--- src/rtl/bda_pkg.sv ---
// Shared constants and types for the button debounce / auto-repeat unit.
// No dependencies; imported by button_debounce_autorepeat_unit and tb_top.
`timescale 1ns / 1ps
`default_nettype none

package bda_pkg;

	// Integrating debouncer range and repeat period
	localparam int unsigned INTEG_W      = 3;
	localparam int unsigned HOLD_W       = 16;
	localparam int unsigned REP_W        = 4;
	localparam logic [INTEG_W-1:0] INTEG_TOP     = INTEG_W'(5);
	localparam logic [REP_W-1:0]   REPEAT_PERIOD = REP_W'(10);

	// Configuration port layout
	localparam int unsigned ADDR_W = 3;
	localparam int unsigned DATA_W = 32;
	localparam logic [0:0]  REG_HOLD_DELAY = 1'b0;   // register index, paddr[2]

	// Result of one sample tick
	typedef struct packed {
		logic level;
		logic press_pulse;
		logic release_pulse;
		logic repeat_pulse;
	} bda_result_t;

endpackage

`default_nettype wire

--- src/rtl/button_debounce_autorepeat_unit.sv ---
// Button debouncer with auto-repeat: integrator, edge pulses, repeat timers,
// APB register for the hold delay, output register with skid stage.
// Depends on bda_pkg.
//
//   channel   handshake                  payload
//   -------   -------------------------  ------------------------------------
//   input     in_valid / in_stall        raw_sample
//   output    out_valid / out_stall      level, press_pulse, release_pulse,
//                                        repeat_pulse
//   config    APB psel/penable/pwrite    paddr, pwdata, prdata (pready = 1)
//
// One sample per clock while in_stall is low; the result goes to the output
// register, or to a one-entry skid stage while out_stall is high. The state
// update is a single pass of small logic at the input transaction. in_stall
// rises only while that stage is full, so throughput is one per cycle unstalled.
// Reset (arst_n low, asynchronous) clears the debouncer and timer state, hold_delay and valids.
`timescale 1ns / 1ps
`default_nettype none

module button_debounce_autorepeat_unit (
	input  wire                        clk,
	input  wire                        arst_n,
	// sample input
	input  wire                        in_valid,
	output logic                       in_stall,
	input  wire                        raw_sample,
	// result output
	output logic                       out_valid,
	input  wire                        out_stall,
	output logic                       level,
	output logic                       press_pulse,
	output logic                       release_pulse,
	output logic                       repeat_pulse,
	// configuration
	input  wire                        psel,
	input  wire                        penable,
	input  wire                        pwrite,
	input  wire  [bda_pkg::ADDR_W-1:0] paddr,
	input  wire  [bda_pkg::DATA_W-1:0] pwdata,
	output logic [bda_pkg::DATA_W-1:0] prdata,
	output logic                       pready
);
	import bda_pkg::*;

	logic [HOLD_W-1:0]  hold_delay_q;
	logic [INTEG_W-1:0] integ_q, integ_d;
	logic               deb_q, deb_d;
	logic               rpt_on_q, rpt_on_d;
	logic [HOLD_W-1:0]  hold_cnt_q, hold_cnt_d;
	logic [REP_W-1:0]   rep_cnt_q, rep_cnt_d;
	logic [INTEG_W-1:0] integ_clip;
	bda_result_t        res_d, out_q, skid_q;
	logic               out_valid_q, skid_valid_q;
	logic               in_fire, out_free;

	// APB register
	assign pready = 1'b1;
	assign prdata = (paddr[2] == REG_HOLD_DELAY) ?
		{{(DATA_W-HOLD_W){1'b0}}, hold_delay_q} : '0;

	always_ff @(posedge clk or negedge arst_n) begin
		if (!arst_n) begin
			hold_delay_q <= '0;
		end else if (psel && penable && pwrite && pready &&
			paddr[2] == REG_HOLD_DELAY) begin
			hold_delay_q <= pwdata[HOLD_W-1:0];
		end
	end

	// Per-tick state update
	always_comb begin
		integ_clip = (integ_q > INTEG_TOP) ? INTEG_TOP : integ_q;
		integ_d    = integ_q;
		deb_d      = deb_q;
		if (raw_sample) begin
			if (integ_q < INTEG_TOP) integ_d = integ_q + INTEG_W'(1);
			if (integ_d >= INTEG_TOP) deb_d = 1'b1;
		end else begin
			integ_d = (integ_clip != '0) ? integ_clip - INTEG_W'(1) : integ_clip;
			if (integ_d == '0) deb_d = 1'b0;
		end

		res_d.level         = deb_d;
		res_d.press_pulse   = !deb_q && deb_d;
		res_d.release_pulse = deb_q && !deb_d;
		res_d.repeat_pulse  = 1'b0;

		// press restarts the hold and repeat timers; the press tick counts as held
		rpt_on_d   = res_d.press_pulse ? 1'b0 : rpt_on_q;
		hold_cnt_d = res_d.press_pulse ? '0 : hold_cnt_q;
		rep_cnt_d  = res_d.press_pulse ? '0 : rep_cnt_q;

		if (hold_delay_q != '0 && deb_d) begin
			if (rpt_on_d) begin
				rep_cnt_d = rep_cnt_d + REP_W'(1);
				if (rep_cnt_d == REPEAT_PERIOD) begin
					res_d.repeat_pulse = 1'b1;
					rep_cnt_d          = '0;
				end
			end else begin
				hold_cnt_d = hold_cnt_d + HOLD_W'(1);
				if (hold_cnt_d == hold_delay_q) begin
					rpt_on_d   = 1'b1;
					hold_cnt_d = '0;
				end
			end
		end
	end

	assign in_stall = skid_valid_q;
	assign in_fire  = in_valid && !skid_valid_q;
	assign out_free = !out_valid_q || !out_stall;

	always_ff @(posedge clk or negedge arst_n) begin
		if (!arst_n) begin
			integ_q    <= '0;
			deb_q      <= 1'b0;
			rpt_on_q   <= 1'b0;
			hold_cnt_q <= '0;
			rep_cnt_q  <= '0;
		end else if (in_fire) begin
			integ_q    <= integ_d;
			deb_q      <= deb_d;
			rpt_on_q   <= rpt_on_d;
			hold_cnt_q <= hold_cnt_d;
			rep_cnt_q  <= rep_cnt_d;
		end
	end

	// Output register and skid stage
	always_ff @(posedge clk or negedge arst_n) begin
		if (!arst_n) begin
			out_valid_q  <= 1'b0;
			skid_valid_q <= 1'b0;
		end else if (out_free) begin
			if (skid_valid_q) begin
				out_valid_q  <= 1'b1;
				skid_valid_q <= 1'b0;
			end else begin
				out_valid_q <= in_fire;
			end
		end else if (in_fire) begin
			skid_valid_q <= 1'b1;
		end
	end

	always_ff @(posedge clk) begin
		if (out_free) begin
			if (skid_valid_q) out_q <= skid_q;
			else if (in_fire) out_q <= res_d;
		end else if (in_fire) begin
			skid_q <= res_d;
		end
	end

	assign out_valid     = out_valid_q;
	assign level         = out_q.level;
	assign press_pulse   = out_q.press_pulse;
	assign release_pulse = out_q.release_pulse;
	assign repeat_pulse  = out_q.repeat_pulse;

endmodule

`default_nettype wire

--- config.mk ---
export PLATFORM = sky130hd
export DESIGN_NAME = button_debounce_autorepeat_unit
export DESIGN_NICKNAME = d
export VERILOG_FILES = /design/src/rtl/bda_pkg.sv /design/src/rtl/button_debounce_autorepeat_unit.sv
export SDC_FILE = /design/constraint.sdc
export NUM_CORES = 1
export LEC_CHECK = 0
export BUFFER_PORTS_ARGS = -buffer_cell sky130_fd_sc_hd__buf_4
export CORE_MARGIN = 2
export CORE_UTILIZATION = 55
export CTS_BUF_LIST = sky130_fd_sc_hd__clkbuf_4 sky130_fd_sc_hd__clkbuf_8 sky130_fd_sc_hd__clkbuf_16
export DETAILED_ROUTE_END_ITERATION = 7
export PLACE_DENSITY = 0.81
export SLEW_MARGIN = 20
export SYNTH_ARGS = -nofsm -noshare
export SYNTH_HDL_FRONTEND = slang
export SYNTH_SLANG_ARGS = --single-unit
--- constraint.sdc ---
create_clock -name clk -period 4.2 [get_ports clk]
set_input_delay 0.21 -clock clk [delete_from_list [all_inputs] [get_ports clk]]
set_output_delay 0.21 -clock clk [all_outputs]
set_load 0.01 [all_outputs]
==> flow_metrics.env <==
export IMPL_run_status="completed"
export IMPL_clk_pin_slew_ps=100
export IMPL_synth_async_reset_ratio=0.843
export IMPL_wire_per_inst_um=16.2
export IMPL_place_area_um2=4050
export IMPL_ys_top_cells_by_area="dfrtp_1, edfxtp_1, mux2_2, nand2_1, buf_4"
export IMPL_clockBufferDepth=2
export IMPL_reg2reg_depth=11
export IMPL_cts_resized_gates=0
export IMPL_hold_end="out_valid"
export IMPL_wirelength_um=9150
export IMPL_die_x_um=86.7
export IMPL_antenna_found_initial=0
export IMPL_grt_max_degree=44
export IMPL_peakVddDrop_mv=0.275
export IMPL_vias=3468
export IMPL_cts_root_buffer="clkbuf_8"
export IMPL_reg2reg_slack_ps=670
export IMPL_power_leakage_nw=1.77
export IMPL_cp_start_kind="register"
export IMPL_synth_enable_flop_cells=8
export IMPL_post_place_ws_ps=787
export IMPL_final_antenna_net_count=0
export IMPL_post_cts_buffers=0
export IMPL_whs_path_depth=3
export IMPL_synth_ff_latch_count=51
export IMPL_power_density_nw_per_um2=475
export IMPL_drive_gt1_frac=0.173
export IMPL_drc=0
export IMPL_crit_fanout=13
export IMPL_grt_pass1_vias=3181
export IMPL_synthCells=457
export IMPL_tns_ps=0
export IMPL_cp_data_arrival_time_ps=3750
export IMPL_first_iter_violations=319
export IMPL_port_buffers=46
export IMPL_dp_hpwl_um=6570
export IMPL_drv_cap=0
export IMPL_mostFrequentLayoutCell="buf_4"
export IMPL_cp_end_kind="register"
export IMPL_grt_first_pass_wirelength_um=15000
export IMPL_final_cell_mix="buf_4, nand2_1, dfrtp_1, nor2_1, o21ai_0"
export IMPL_clock_fmax_mhz=283
export IMPL_hp_class="in -> reg"
export IMPL_yosysTopAreaCellShare=0.286
export IMPL_final_hold_viol_count=0
export IMPL_core_rowCount=30
export IMPL_worst_r2r_endpoint="hold_cnt_q[0]"
export IMPL_clkLatencyLatePin_ps=320
export IMPL_grt_use_total=0.252
export IMPL_ys_flop_type="dfrtp_1"
export IMPL_fin_skew_ps=3.71
export IMPL_place_gp_congestion=0.974
export IMPL_period_minus_slack_ps=3530
export IMPL_setup_viol=0
export IMPL_fin_ws_ps=666
export IMPL_first_pass_iters=5
export IMPL_start_util=0.560
export IMPL_yosysWarnings=0
export IMPL_syn_cell_area_um2=3760
export IMPL_postLayoutCellArea_um2=4160
export IMPL_rsz0062_at_grt="false"
export IMPL_nets=534
export IMPL_overflow=0
export IMPL_cts_hold_buf=1
export IMPL_clock_sinks=51
export IMPL_ys_types=66
export IMPL_cp_required_ps=4420
export IMPL_core_um2=6720
export IMPL_synth_top_area_cell="dfrtp_1"
export IMPL_io_pins=82
export IMPL_reg2reg_from="integ_q[0]"
export IMPL_cts_buffers=5
export IMPL_dieHeight_um=86.7
export IMPL_synth_seq_area_share=0.350
export IMPL_crit_type="reg -> reg"
export IMPL_n_antenna_cell=0
export IMPL_viasPerCell=6.14
export IMPL_avgSynthCellArea_um2=8.23
export IMPL_slew_limit_headroom=0.432
export IMPL_power_mw=1.97
export IMPL_die_area_um2=7520
export IMPL_worst_pin_slew_ps=848
export IMPL_syn_to_final_growth_pct=10.5
export IMPL_htree_levels=2
export IMPL_cts_tree="done"
export IMPL_finalCritPeriodShare=0.841
export IMPL_hold_start="in_valid"
export IMPL_slew_violations=0
==> per-layer routing <==
layer | vias up | wire (µm) | GRT usage
met1 | 1614 | 3950 | 0.324
met5 | - | 0 | 0
met2 | 158 | 4380 | 0.427
met4 | 0 | 116 | 0.0724
met3 | 14 | 694 | 0.0543
li1 | 1682 | - | -
==> critical path, stage by stage (launching register included) <==
cell and delay, ps:
dfrtp_1 550, inv_1 150, ha_1 330, nand2b_1 170, a21o_1 270, nand2_1 100, inv_1 170, o31ai_1 340
o311ai_0 190, nor3_1 220, nand4_1 490, a32o_1 440
==> worst max path at each step <==
stage                         end  slack (ps)        from  depth (start not counted)
finish              hold_cnt_q[0]         670  integ_q[0]                         11
global route        hold_cnt_q[3]         340  integ_q[0]                         12
CTS                 hold_cnt_q[0]         730  integ_q[0]                         11
detailed placement  hold_cnt_q[0]         790  integ_q[0]                         11
global placement    hold_cnt_q[0]         850  integ_q[0]                         11
floorplan            repeat_pulse         960  integ_q[0]                         14
==> flip-flops by register name, summed over array words and instances (netlist names) <==
register       flops
hold_cnt_q        16
hold_delay_q      16
rep_cnt_q          4
skid_q             4
integ_q            3
deb_q              1
in_stall           1
level              1
out_valid          1
press_pulse        1
release_pulse      1
repeat_pulse       1
rpt_on_q           1
==> cell usage after synthesis, types with 8 or more instances <==
master,instances
nand2_1,49
nor3_1,12
nand4_1,13
xnor2_1,9
edfxtp_1,8
nand3_1,23
nor2b_1,18
mux2_2,18
o21ai_0,25
buf_4,17
nor2_1,33
clkbuf_1,21
dfrtp_1,43
inv_1,19
a21oi_1,23
==> per-stage QoR <==
step	cells	hold WS, ps	utilization
floorplan	472	-85.6	-
global placement	556	240	0.603
detailed placement	556	242	0.603
CTS	565	110	0.619
global route	565	111	0.619
finish	565	109	0.619
==> report_power, final <==
group          switching (mW)  internal [mW]
Sequential              0.178          0.602
Clock                   0.183          0.135
Combinational           0.507          0.370
Total                   0.868           1.11
==> cell type report <==
cell class                 instances  area, µm²
fill                             585       2560
multi-input combinational        356       2190
sequential                        51       1320
timing repair buffer              51        385
tap                               80        100
clock buffer                       6       82.6
inverter                          19       71.3
clock inverter                     2       16.3
==> kinds of logic (layout without fill, tap and decap cells) <==
| group | Yosys count | count (layout) | share of synthesized area |
|---|---|---|---|
| AOI/OAI and AO/OA | 110 | 110 | 0.193 |
| xor gates and xnor gates | 11 | 11 | 0.0256 |
| adders and majority gates | 7 | 7 | 0.0233 |
| buffers and inverters | 65 | 78 | 0.0841 |
| DFF | 51 | 51 | 0.350 |
| muxes | 18 | 18 | 0.0539 |
| other | 2 | 17 | 0.00200 |
| and+or+nand+nor | 193 | 193 | 0.269 |
(Power assumes the default switching activity.)
